### src/hw/rtl/stc_pkg.sv
// ----------------------------------------------------------------------------
// stc_pkg
// Shared types, codes and helpers of the scalar type conversion core.
// ----------------------------------------------------------------------------
package stc_pkg;

    // Source type codes
    localparam logic [1:0] KIND_CHAR   = 2'd0;
    localparam logic [1:0] KIND_INT    = 2'd1;
    localparam logic [1:0] KIND_SINGLE = 2'd2;
    localparam logic [1:0] KIND_DOUBLE = 2'd3;

    // Largest finite single, as a double magnitude
    localparam logic [62:0] FLT_MAX_DBL = 63'h47EFFFFFE0000000;

    // Stage 1: decoded source
    typedef struct packed {
        logic [1:0]  kind;
        logic        sign;
        logic [31:0] nmag;   // magnitude to normalize
        logic [4:0]  lz;     // leading zeros of nmag
        logic [63:0] raw;
    } s1_t;

    // Stage 2: value in double format
    typedef struct packed {
        logic [1:0]  kind;
        logic [31:0] fraw;
        logic [63:0] dbits;
    } s2_t;

    // Stage 3: aligned float and int parts
    typedef struct packed {
        logic [1:0]  kind;
        logic [31:0] fraw;
        logic [63:0] dbits;
        logic        sign;
        logic        is_nan;
        logic        is_inf;
        logic        le_max;
        logic        fzero;
        logic [7:0]  fexp;
        logic [23:0] keep;
        logic        inc;
        logic        int_ok;
        logic        int_neg;
        logic [31:0] int_mag;
    } s3_t;

    // Stage 4: result
    typedef struct packed {
        logic        char_ok;
        logic [7:0]  char_value;
        logic        int_ok;
        logic [31:0] int_value;
        logic        float_ok;
        logic [31:0] float_bits;
        logic [63:0] double_bits;
    } s4_t;

    // Count leading zeros of a 32-bit word (0 for zero; callers skip zero)
    function automatic logic [4:0] lzc32(input logic [31:0] x);
        logic [4:0] n;
        n = 5'd0;
        for (int i = 0; i < 32; i++)
        begin
            if (x[i])
            begin
                n = 5'(31 - i);
            end
        end
        return n;
    endfunction

endpackage

### src/hw/rtl/stc_norm.sv
// ----------------------------------------------------------------------------
// stc_norm
// Decode the source type and normalize it into double format (two stages).
// ----------------------------------------------------------------------------
module stc_norm
    import stc_pkg::*;
(
    input  logic        clk,
    input  logic [1:0]  en,        // bit 0 loads stage 1, bit 1 loads stage 2
    input  logic [1:0]  req_type,
    input  logic [63:0] value,
    output s2_t         s2
);

    s1_t s1_reg, s1_next;
    s2_t s2_reg, s2_next;

    // Decode sign and magnitude, count leading zeros
    always_comb
    begin
        logic [31:0] iv;
        logic [31:0] mag;
        iv = (req_type == KIND_CHAR) ? {{24{value[7]}}, value[7:0]} : value[31:0];
        mag = iv[31] ? (32'd0 - iv) : iv;
        s1_next.kind = req_type;
        s1_next.raw  = value;
        case (req_type)
            KIND_SINGLE: s1_next.sign = value[31];
            KIND_DOUBLE: s1_next.sign = value[63];
            default:     s1_next.sign = iv[31];
        endcase
        s1_next.nmag = (req_type == KIND_SINGLE) ? {9'd0, value[22:0]} : mag;
        s1_next.lz   = lzc32(s1_next.nmag);
    end

    // Normalize and build the double pattern
    always_comb
    begin
        logic [31:0] norm;
        logic [7:0]  e8;
        logic [22:0] m23;
        norm = s1_reg.nmag << s1_reg.lz;
        e8   = s1_reg.raw[30:23];
        m23  = s1_reg.raw[22:0];
        s2_next.kind = s1_reg.kind;
        s2_next.fraw = s1_reg.raw[31:0];
        case (s1_reg.kind)
            KIND_SINGLE:
            begin
                if (e8 == 8'hFF)
                begin
                    if (m23 == 23'd0)
                        s2_next.dbits = {s1_reg.sign, 11'h7FF, 52'd0};
                    else
                        s2_next.dbits = {s1_reg.sign, 11'h7FF, 1'b1, m23[21:0], 29'd0};
                end
                else if (e8 == 8'd0)
                begin
                    if (m23 == 23'd0)
                        s2_next.dbits = {s1_reg.sign, 63'd0};
                    else
                        s2_next.dbits = {s1_reg.sign, 11'(11'd905 - 11'(s1_reg.lz)),
                                         norm[30:0], 21'd0};
                end
                else
                begin
                    s2_next.dbits = {s1_reg.sign, 11'(11'(e8) + 11'd896), m23, 29'd0};
                end
            end
            KIND_DOUBLE:
            begin
                s2_next.dbits = s1_reg.raw;
            end
            default:
            begin
                if (s1_reg.nmag == 32'd0)
                    s2_next.dbits = 64'd0;
                else
                    s2_next.dbits = {s1_reg.sign, 11'(11'd1054 - 11'(s1_reg.lz)),
                                     norm[30:0], 21'd0};
            end
        endcase
    end

    // Advance stage registers
    always_ff @(posedge clk)
    begin
        if (en[0])
        begin
            s1_reg <= s1_next;
        end
        if (en[1])
        begin
            s2_reg <= s2_next;
        end
    end

    assign s2 = s2_reg;

endmodule

### src/hw/rtl/stc_round.sv
// ----------------------------------------------------------------------------
// stc_round
// Round the double to single and extract the integer forms (two stages).
// ----------------------------------------------------------------------------
module stc_round
    import stc_pkg::*;
(
    input  logic       clk,
    input  logic [1:0] en,         // bit 0 loads stage 3, bit 1 loads stage 4
    input  s2_t        s2,
    output s4_t        s4
);

    s3_t s3_reg, s3_next;
    s4_t s4_reg, s4_next;

    // Align significand for single rounding and for the integer
    always_comb
    begin
        logic [10:0]  ex;
        logic [51:0]  m;
        logic [52:0]  sig;
        logic [10:0]  sh;
        logic [116:0] ext;
        logic [10:0]  fb;
        logic [105:0] ext2;
        ex  = s2.dbits[62:52];
        m   = s2.dbits[51:0];
        sig = {1'b1, m};
        sh  = 11'd926 - ex;
        ext = {sig, 64'd0} >> sh[5:0];
        fb  = 11'd1075 - ex;
        ext2 = {sig, 53'd0} >> fb[5:0];

        s3_next.kind   = s2.kind;
        s3_next.fraw   = s2.fraw;
        s3_next.dbits  = s2.dbits;
        s3_next.sign   = s2.dbits[63];
        s3_next.is_nan = (ex == 11'h7FF) && (m != 52'd0);
        s3_next.is_inf = (ex == 11'h7FF) && (m == 52'd0);
        s3_next.le_max = (s2.dbits[62:0] <= FLT_MAX_DBL);
        s3_next.fzero  = (ex == 11'd0);

        // Single: normal range rounds at bit 29, below it shifts further
        if (ex >= 11'd897)
        begin
            s3_next.fexp = 8'(ex - 11'd897);
            s3_next.keep = sig[52:29];
            s3_next.inc  = sig[28] && ((|sig[27:0]) || sig[29]);
        end
        else if (sh >= 11'd54)
        begin
            s3_next.fexp = 8'd0;
            s3_next.keep = 24'd0;
            s3_next.inc  = 1'b0;
        end
        else
        begin
            s3_next.fexp = 8'd0;
            s3_next.keep = ext[87:64];
            s3_next.inc  = ext[63] && ((|ext[62:0]) || ext[64]);
        end

        // Integer: integral values within range only
        s3_next.int_neg = s2.dbits[63];
        s3_next.int_ok  = 1'b0;
        s3_next.int_mag = 32'd0;
        if (ex == 11'd0)
        begin
            s3_next.int_ok = (m == 52'd0);
        end
        else if (ex == 11'h7FF || ex < 11'd1023)
        begin
            s3_next.int_ok = 1'b0;
        end
        else if (ex >= 11'd1054)
        begin
            if (s2.dbits[63] && ex == 11'd1054 && m == 52'd0)
            begin
                s3_next.int_ok  = 1'b1;
                s3_next.int_mag = 32'h8000_0000;
            end
        end
        else
        begin
            s3_next.int_ok  = ~(|ext2[52:0]);
            s3_next.int_mag = ext2[84:53];
        end
    end

    // Assemble the result forms
    always_comb
    begin
        logic [30:0] body;
        logic [31:0] iv;
        body = 31'({s3_reg.fexp, 23'd0}) + 31'(s3_reg.keep) + 31'(s3_reg.inc);
        if (s3_reg.kind == KIND_SINGLE)
        begin
            s4_next.float_ok   = 1'b1;
            s4_next.float_bits = s3_reg.fraw;
        end
        else if (s3_reg.is_nan)
        begin
            s4_next.float_ok   = 1'b1;
            s4_next.float_bits = {s3_reg.sign, 31'h7FC0_0000};
        end
        else if (s3_reg.is_inf)
        begin
            s4_next.float_ok   = 1'b1;
            s4_next.float_bits = {s3_reg.sign, 31'h7F80_0000};
        end
        else if (s3_reg.le_max)
        begin
            s4_next.float_ok   = 1'b1;
            s4_next.float_bits = s3_reg.fzero ? {s3_reg.sign, 31'd0} : {s3_reg.sign, body};
        end
        else
        begin
            s4_next.float_ok   = 1'b0;
            s4_next.float_bits = 32'd0;
        end

        if (!s3_reg.int_ok)
            iv = 32'd0;
        else if (s3_reg.int_neg)
            iv = 32'd0 - s3_reg.int_mag;
        else
            iv = s3_reg.int_mag;
        s4_next.int_ok      = s3_reg.int_ok;
        s4_next.int_value   = iv;
        s4_next.char_ok     = s3_reg.int_ok && ((iv[31:7] == 25'd0) || (&iv[31:7]));
        s4_next.char_value  = s4_next.char_ok ? iv[7:0] : 8'd0;
        s4_next.double_bits = s3_reg.dbits;
    end

    // Advance stage registers
    always_ff @(posedge clk)
    begin
        if (en[0])
        begin
            s3_reg <= s3_next;
        end
        if (en[1])
        begin
            s4_reg <= s4_next;
        end
    end

    assign s4 = s4_reg;

endmodule

### src/hw/rtl/scalar_type_conversion_core.sv
// ----------------------------------------------------------------------------
// scalar_type_conversion_core
// Converts one scalar among char, int32, IEEE single and IEEE double.
// ----------------------------------------------------------------------------
// Usage:
//   The slave channel takes one scalar per transfer: s_tuser carries the
//   source type (char, int32, single, double), s_tdata the raw bits.
//   The master channel returns the value in all four forms; m_tuser holds
//   the valid flags of the char, int and single forms.
//   The accepting edge loads the first of four register stages (decode,
//   normalize to double, align, assemble); the result then moves through
//   the others in that order to m_tvalid.
//   One transfer is accepted every cycle while the output is taken.
//   When the receiver holds m_tready low, the result holds on m_tdata and
//   the stages behind it keep filling until all four hold data; then
//   s_tready falls. Nothing is dropped or repeated.
//   Reset clears all stage valid bits; the block is empty after reset.
// ----------------------------------------------------------------------------
module scalar_type_conversion_core
    import stc_pkg::*;
(
    input  logic         clk,
    input  logic         rst_n,
    input  logic         s_tvalid,
    output logic         s_tready,
    input  logic [63:0]  s_tdata,   // value[63:0]
    input  logic [1:0]   s_tuser,   // req_type[1:0]
    output logic         m_tvalid,
    input  logic         m_tready,
    output logic [135:0] m_tdata,   // char_value[7:0], int_value[39:8],
                                    // float_bits[71:40], double_bits[135:72]
    output logic [2:0]   m_tuser    // char_ok[0], int_ok[1], float_ok[2]
);

    logic [3:0] vld_reg, vld_next;
    logic [3:0] en;
    s2_t        s2;
    s4_t        s4;

    // Load a stage when it is empty or its content moves on
    assign en[3] = !vld_reg[3] || m_tready;
    assign en[2] = !vld_reg[2] || en[3];
    assign en[1] = !vld_reg[1] || en[2];
    assign en[0] = !vld_reg[0] || en[1];

    always_comb
    begin
        vld_next[0] = en[0] ? s_tvalid   : vld_reg[0];
        vld_next[1] = en[1] ? vld_reg[0] : vld_reg[1];
        vld_next[2] = en[2] ? vld_reg[1] : vld_reg[2];
        vld_next[3] = en[3] ? vld_reg[2] : vld_reg[3];
    end

    always_ff @(posedge clk or negedge rst_n)
    begin
        if (!rst_n)
        begin
            vld_reg <= 4'd0;
        end
        else
        begin
            vld_reg <= vld_next;
        end
    end

    stc_norm u_norm
    (
        .clk      (clk),
        .en       (en[1:0]),
        .req_type (s_tuser),
        .value    (s_tdata),
        .s2       (s2)
    );

    stc_round u_round
    (
        .clk (clk),
        .en  (en[3:2]),
        .s2  (s2),
        .s4  (s4)
    );

    assign s_tready = en[0];
    assign m_tvalid = vld_reg[3];
    assign m_tdata  = {s4.double_bits, s4.float_bits, s4.int_value, s4.char_value};
    assign m_tuser  = {s4.float_ok, s4.int_ok, s4.char_ok};

endmodule

### config.mk
export PLATFORM = sky130hd
export DESIGN_NAME = scalar_type_conversion_core
export DESIGN_NICKNAME = d
export VERILOG_FILES = /design/src/hw/rtl/stc_pkg.sv /design/src/hw/rtl/stc_norm.sv /design/src/hw/rtl/stc_round.sv /design/src/hw/rtl/scalar_type_conversion_core.sv
export SDC_FILE = /design/constraint.sdc
export NUM_CORES = 1
export LEC_CHECK = 0
export ABC_AREA = 1
export BUFFER_PORTS_ARGS = -buffer_cell sky130_fd_sc_hd__buf_2
export CORE_MARGIN = 4
export CORE_UTILIZATION = 60
export DETAILED_ROUTE_END_ITERATION = 12
export PLACE_DENSITY = 0.84
export SYNTH_ARGS = -nofsm -noshare
export SYNTH_HDL_FRONTEND = slang
export SYNTH_SLANG_ARGS = --single-unit
export TNS_END_PERCENT = 5
### constraint.sdc
create_clock -name clk -period 20.8 [get_ports clk]
set_clock_uncertainty 0.2 [all_clocks]
set_input_delay 2.08 -clock clk [delete_from_list [all_inputs] [get_ports clk]]
set_output_delay 2.08 -clock clk [all_outputs]
set_load 0.1 [all_outputs]
==> metrics.yaml, run 1 <==
outcome:
  status: "finished, final reports clean"
place:
  routabilityCongestion: 1.01
  place_ws_ps: 14290
  dp_hpwl_mm: 62.5
  place_area_um2: 30700
  dpl.cell_count: 4065
  place.port_buffers: 210
cts:
  h-tree-depth: 2
  clkTransAtPathRegs_ps: 60
  cts_made_buffers: 51
  cts-root-buf: "clkbuf_16"
  cts_tree: "yes"
  cts.sinks: 512
  hold_buffers: 0
  clk_latency_ps: 620
  cts_resized: 0
  post_cts.repair.setup_buffers: 0
  cts.path.max_buffers: 3
critical_path:
  crit_buf_inv: 4
  start_kind: "input port"
  critPathMaxStageDelay_ps: 430
  crit_fanout: 60
  worstPathCellList: "buf_2, nor2_1, inv_6, nor2_1, inv_6, nor2_1, nand2_4, buf_2"
  worstSetupPathType: "in -> out"
  crit_top_cell: "nor2_1"
  cp_data_arrival_time_ps: 4230
  crit_path_top_delay_cell: "buf_2"
  crit_family: "simple AND/OR/NAND/NOR gates"
  endpoint_kind: "output port"
  r2r_slack_ps: 15040
  crit_required_ps: 18520
route:
  drtAntennaViolNets: 0
  drc_errors: 0
  vias: 25010
  drt_iter0_drc: 3188
  firstDrtPassIters: 6
  drt_wl_total_mm: 84.4
  post_drt_wl_per_cell_um: 20.3
  viasPerCell: 6.01
synthesis:
  yosysWarningCount: 0
  syn_avg_cell_area_um2: 8.66
  async_flop_share: 0.00781
  yosysSeqAreaShare: 0.526
  synthDistinctLibCells: 63
  synth_edf_count: 508
  synth_seq_cells: 512
  syn_nets: 3461
  synth_cells: 3370
  synth_area_um2: 29200
  synth_ff_type: "edfxtp_1"
min_path:
  hold_path_class: "reg -> reg"
sta:
  holdWs_ps: 211
  post-route-period-util: 0.313
  fin_setup_tns_ps: 0
  worst_pin_slew_ps: 1070
  setup_violations: 0
  rsz0062_at_grt: "false"
  hold_viol_final: 0
  finalMaxSlewViolations: 0
  fin_crit_ps: 6510
  fin_ws_ps: 14290
  max_freq_ghz: 0.154
  maxSlewHeadroom: 0.284
floorplan:
  core_region_area_um2: 47900
  chipHeight_um: 229
  die_w_um: 229
  start_util: 0.609
  io_pins: 211
  rows: 80
  die_area_um2: 52200
layout:
  nFillCells: 3828
  drive_above_1_share: 0.122
  syn_to_final_growth_pct: 11.0
  nets: 3594
  largest_reg_flops: 168
  final_cell_area_um2: 32400
  final_cells: 4158
  final_util: 0.676
  diodes: 0
global_routing:
  grt_remaining_overflow: 0
  grt_pass1_vias: 22811
  grtUsageTotal: 0.313
  grt_first_pass_wirelength_mm: 129
  antenna_found_initial: 0
  grt_max_degree: 83
power:
  p_leak_nw: 13.8
  max-vdd-ir-drop_v: 0.0000794
  p_total_mw: 4.37
  p_per_area_nw_per_um2: 135
run:
  drv_cap: 0
cells in the final DEF (no fill, tap or decap), drive strengths merged, types with 22 or more instances in the layout:
| cell | instances |
|---|---|
| nand2 | 827 |
| edfxtp | 508 |
| o21ai | 427 |
| inv | 391 |
| nor2 | 272 |
| buf | 246 |
| a21oi | 155 |
| nand3 | 128 |
| nor3 | 65 |
| clkbuf | 62 |
| mux2i | 59 |
| nand4 | 44 |
| nor4 | 36 |
| o21a | 27 |
| clkinv | 26 |
| xor2 | 25 |
| o22ai | 23 |
| a31oi | 23 |
| o211ai | 22 |
path summary, 6_finish.rpt:
check / start / to / cells after the start
worst max-delay path: m_tready / s_tready / 8
worst min-delay path: u_norm.s2[82] / u_round.s3_reg[154] / 0
worst max register to register: u_norm.s2[52] / u_round.s3_reg[48] / 15
worst min register to register: u_norm.s2[82] / u_round.s3_reg[154] / 0
max in group asynchronous: rst_n / vld_reg[3] / 1
min in group asynchronous: rst_n / vld_reg[0] / 1
cells by family after synthesis:
kind of cell    after synthesis  share of synthesized area
simple gates               1397                      0.206
compound gates              788                      0.156
buf+inv                     563                     0.0728
flops                       512                      0.526
mux                          60                     0.0206
xor+xnor                     29                    0.00871
fa+ha+maj                    21                    0.00901
Yosys cell counts (14+ instances only):
| master | count | area [um2] |
|---|---|---|
| inv_2 | 20 | 75.1 |
| a21oi_1 | 152 | 761 |
| o21ai_0 | 410 | 2050 |
| nor3_2 | 21 | 210 |
| a32o_1 | 14 | 140 |
| nand2_1 | 822 | 3090 |
| o21a_1 | 27 | 203 |
| xor2_1 | 25 | 219 |
| a22oi_1 | 18 | 135 |
| o22ai_1 | 23 | 144 |
| nand3_1 | 126 | 631 |
| nor4_1 | 33 | 206 |
| nor2_2 | 15 | 93.8 |
| nand4_1 | 41 | 257 |
| clkbuf_1 | 128 | 480 |
| a31oi_1 | 22 | 138 |
| o221ai_1 | 14 | 123 |
| ha_1 | 21 | 263 |
| buf_1 | 29 | 109 |
| o211ai_1 | 22 | 165 |
| mux2i_1 | 59 | 591 |
| edfxtp_1 | 508 | 15300 |
| nor3_1 | 43 | 215 |
| nor2_1 | 253 | 950 |
| inv_1 | 368 | 1380 |
area by class of cell:
cell class | instances | area [um2] | share of cell area
flip-flops and latches | 512 | 15400 | 0.474
multi-input cells | 2295 | 11700 | 0.362
clock inverters | 31 | 379 | 0.0117
inverters | 397 | 1500 | 0.0463
repair buffers | 246 | 1320 | 0.0408
clock buffers | 62 | 1350 | 0.0416
well taps | 615 | 769 | 0.0238
per-layer routing:
layer / GRT usage / part of all wire
met5: 0 / 0
met4: 0.129 / 0.046
met3: 0.0520 / 0.099
met2: 0.519 / 0.47
met1: 0.412 / 0.38
report_power, final:
group	switching [mW]	total, mW	internal [mW]
sequential	0.174	1.55	1.38
combinational	1.40	1.87	0.471
clock	0.392	0.944	0.552
(Power assumes the default switching activity.)
==> run 2, diff against run 1 <==
- CORE_UTILIZATION: 60 -> 55
- PLACE_DENSITY: 0.84 -> 0.82
- clock period: 20.8 -> 5.3 ns (I/O delays scaled with it)
==> run 2 against run 1 <==
Against the previous run: sequential power grew to 3.9 times the previous value; setup slack worse by 14000 ps; critical path depth is 16 higher; sequential cell count stayed put; global-route usage is 0.38 points lower; routed wire length is 6.9% higher; final cell count is 3.8% higher; die area is 8.8% higher; clock-buffer cell count stayed put.
==> metrics.yaml, run 2 (synthesis results as in run 1) <==
sta:
  worst_pin_slew_ps: 1110  # was 1070 ps
  rsz0062_at_grt: "false"  # unchanged
  fin_crit_ps: 4600
  max_freq_ghz: 0.217
  finalMaxSlewViolations: 0  # unchanged
  setup_violations: 0  # unchanged
  fin_ws_ps: 699  # was 14290 ps
  fin_setup_tns_ps: 0  # unchanged
  hold_viol_final: 0  # unchanged
  maxSlewHeadroom: 0.257  # was 0.284
  post-route-period-util: 0.868
place:
  place.port_buffers: 210  # unchanged
  place_ws_ps: 855  # was 14290 ps
  dp_hpwl_mm: 66.6  # was 62.5 mm
  dpl.cell_count: 4153  # was 4065
  routabilityCongestion: 1.03  # was 1.01
critical_path:
  reg2reg_from: "u_norm.s2[52]"  # unchanged
  reg2reg_depth: 13  # was 15
  crit_fanout: 24  # was 60
  critPathMaxStageDelay_ps: 530  # was 430 ps
  r2r-end: "u_round.s3_reg[34]"  # was u_round.s3_reg[48]
  cp_data_arrival_time_ps: 4780  # was 4230 ps
  worstSetupPathType: "in -> reg"  # was in -> out
  start_kind: "input port"  # unchanged
  crit_family: "simple AND/OR/NAND/NOR gates"  # unchanged
  endpoint: "u_norm.s1_reg[67]"  # was s_tready
  worstPathCellList: "dlygate4sd3_1, buf_2, nor2_4, nand2_4, o21ai_2, inv_2, nor2_2, nand4_1, nor3_2, nand3_1, nor3_2, nand3_1, nor3_2, inv_2, o21ai_2, inv_2, a21oi_2, nor2_1, nor3_2, nor2_2, nand2_2, nor2_2, o21ai_2, inv_2"  # was buf_2, nor2_1, inv_6, nor2_1, inv_6, nor2_1, nand2_4, buf_2
  crit_required_ps: 5480  # was 18520 ps
  cp_num_cells: 24  # was 8
  crit_path_top_delay_cell: "dlygate4sd3_1"  # was buf_2
  endpoint_kind: "register"  # was output port
  crit_buf_inv: 6  # was 4
  cp-startpoint: "s_tuser[1]"  # was m_tready
  r2r_slack_ps: 990  # was 15040 ps
power:
  max-vdd-ir-drop_v: 0.000339  # was 0.0000794 V
  combPwrFrac: 0.428  # about the same
  seqPwrFrac: 0.349  # was 0.356
  sw_frac_of_total: 0.448  # was 0.450
  p_sw_mw: 7.84  # was 1.97 mW
  p_per_area_nw_per_um2: 524  # was 135 nW/um2
  p_leak_nw: 14.2  # was 13.8 nW
  pwr-share-clk: 0.223  # was 0.216
  internal-power_mw: 9.67  # was 2.40 mW
cts:
  cts_made_buffers: 51  # unchanged
  clk_latency_ps: 630  # was 620 ps
  cts.path.max_buffers: 3  # unchanged
  clkTransAtPathRegs_ps: 60  # about the same
  cts_tree: "yes"  # unchanged
  cts.sinks: 512  # unchanged
  h-tree-depth: 2  # unchanged
  post_cts.repair.setup_buffers: 0  # unchanged
  cts-root-buf: "clkbuf_16"  # unchanged
route:
  post_drt_wl_per_cell_um: 20.9  # was 20.3 um
  firstDrtPassIters: 7  # was 6
  vias: 25670  # was 25010
  drt_wl_total_mm: 90.2  # was 84.4 mm
  drt_iter0_drc: 3504  # was 3188
  drc_errors: 0  # unchanged
  drtAntennaViolNets: 0  # unchanged
  viasPerCell: 5.95  # was 6.01
layout:
  nets: 3677  # was 3594
  syn_to_final_growth_pct: 14.5  # was 11.0%
  largest_reg_flops: 168  # unchanged
  layout_commonest_cell: "nand2_1"  # unchanged
  drive_above_1_share: 0.124  # was 0.122
  final_util: 0.636  # was 0.676
  final_cell_mix: "nand2_1 (821), edfxtp_1 (508), o21ai_0 (410)"  # unchanged
  final_cells: 4317  # was 4158
floorplan:
  rows: 84  # was 80
  die_area_um2: 56800  # was 52200 um2
  core_region_area_um2: 52600  # was 47900 um2
  die_w_um: 238  # was 229 um
  start_util: 0.555  # was 0.609
  chipHeight_um: 238  # was 229 um
  io_pins: 211  # unchanged
global_routing:
  grt_pass1_vias: 24118  # was 22811
  grt_first_pass_wirelength_mm: 137  # was 129 mm
  grt_remaining_overflow: 0  # unchanged
  antenna_found_initial: 1  # was 0
  grtUsageTotal: 0.309  # was 0.313
  grt_max_degree: 77  # was 83
run:
  drv_cap: 0  # unchanged
min_path:
  hold_path_class: "in -> async"  # was reg -> reg
outcome:
  status: "finished, final reports clean"  # unchanged
-- run 2: changes by cell type in the layout (fill, tap and decap cells not counted), moves of 2 or more --
cell,change
buf_4,+15
bufinv_16,+4
clkinv_4,-2
inv_6,-3
dlygate4sd3_1,+68
-- run 2: worst min path at each step --
| stage | startpoint | end | slack [ps] |
|---|---|---|---|
| CTS | rst_n | vld_reg[3] | 20 |
| detailed placement | rst_n | vld_reg[3] | 140 |
| global placement | rst_n | vld_reg[3] | 140 |
| global route | rst_n | vld_reg[1] | 80 |
| finish | rst_n | vld_reg[1] | 70 |
| floorplan | rst_n | vld_reg[0] | 30 |
-- run 2: area by class of cell --
type / count / area, um2
clock inverters: 33 / 490
inverters: 397 / 1500
flip-flops and latches: 512 / 15400
well taps: 688 / 861
repair buffers: 329 / 2110
diodes: 1 / 2.50
fillers: 4320 / 19200
multi-input cells: 2295 / 11700
clock buffers: 62 / 1340
-- run 2: what timing repair did --
item	4_1_cts	5_1_grt
resized for setup	0	0
hold buffers	68	0
endpoints found under the hold margin	71	0
-- run 2: per-layer routing --
metal | GRT usage | part of all wire | vias to the layer above
met1 | 0.405 | 0.39 | 11860
met5 | 0 | 0.00060 | -
met2 | 0.518 | 0.48 | 1440
met3 | 0.0468 | 0.089 | 283
met4 | 0.128 | 0.049 | 2
li1 | - | - | 12085
-- run 2: per-stage QoR --
step,power [mW],hold slack [ps],cell area [um2]
2_1_floorplan,11.3,34.4,29200
3_3_place_gp,13.4,137,30900
3_5_place_dp,13.4,142,30900
4_1_cts,17.3,22.5,33400
5_1_grt,18.4,83.3,33400
6_report,17.5,69.9,33400
-- run 2: worst reg2reg max path: stages (launching register included) --
cell	delay (ps)
edfxtp_1	470
ha_1	290
ha_1	330
inv_1	410
buf_4	410
o21ai_0	180
o21ai_0	420
mux2i_1	260
nor4_1	290
nand2_1	110
nor3_1	150
a31oi_1	100
o311ai_1	250
o21ai_0	130
-- run 2: power groups by stage --
stage / logic (mW) / clock network [mW] / registers (mW)
detailed placement: 7.24 / 0 / 6.15
CTS: 7.32 / 3.95 / 6.08
global route: 8.12 / 4.14 / 6.15
finish: 7.49 / 3.90 / 6.11
floorplan: 4.27 / 0 / 7.07
global placement: 7.25 / 0 / 6.12
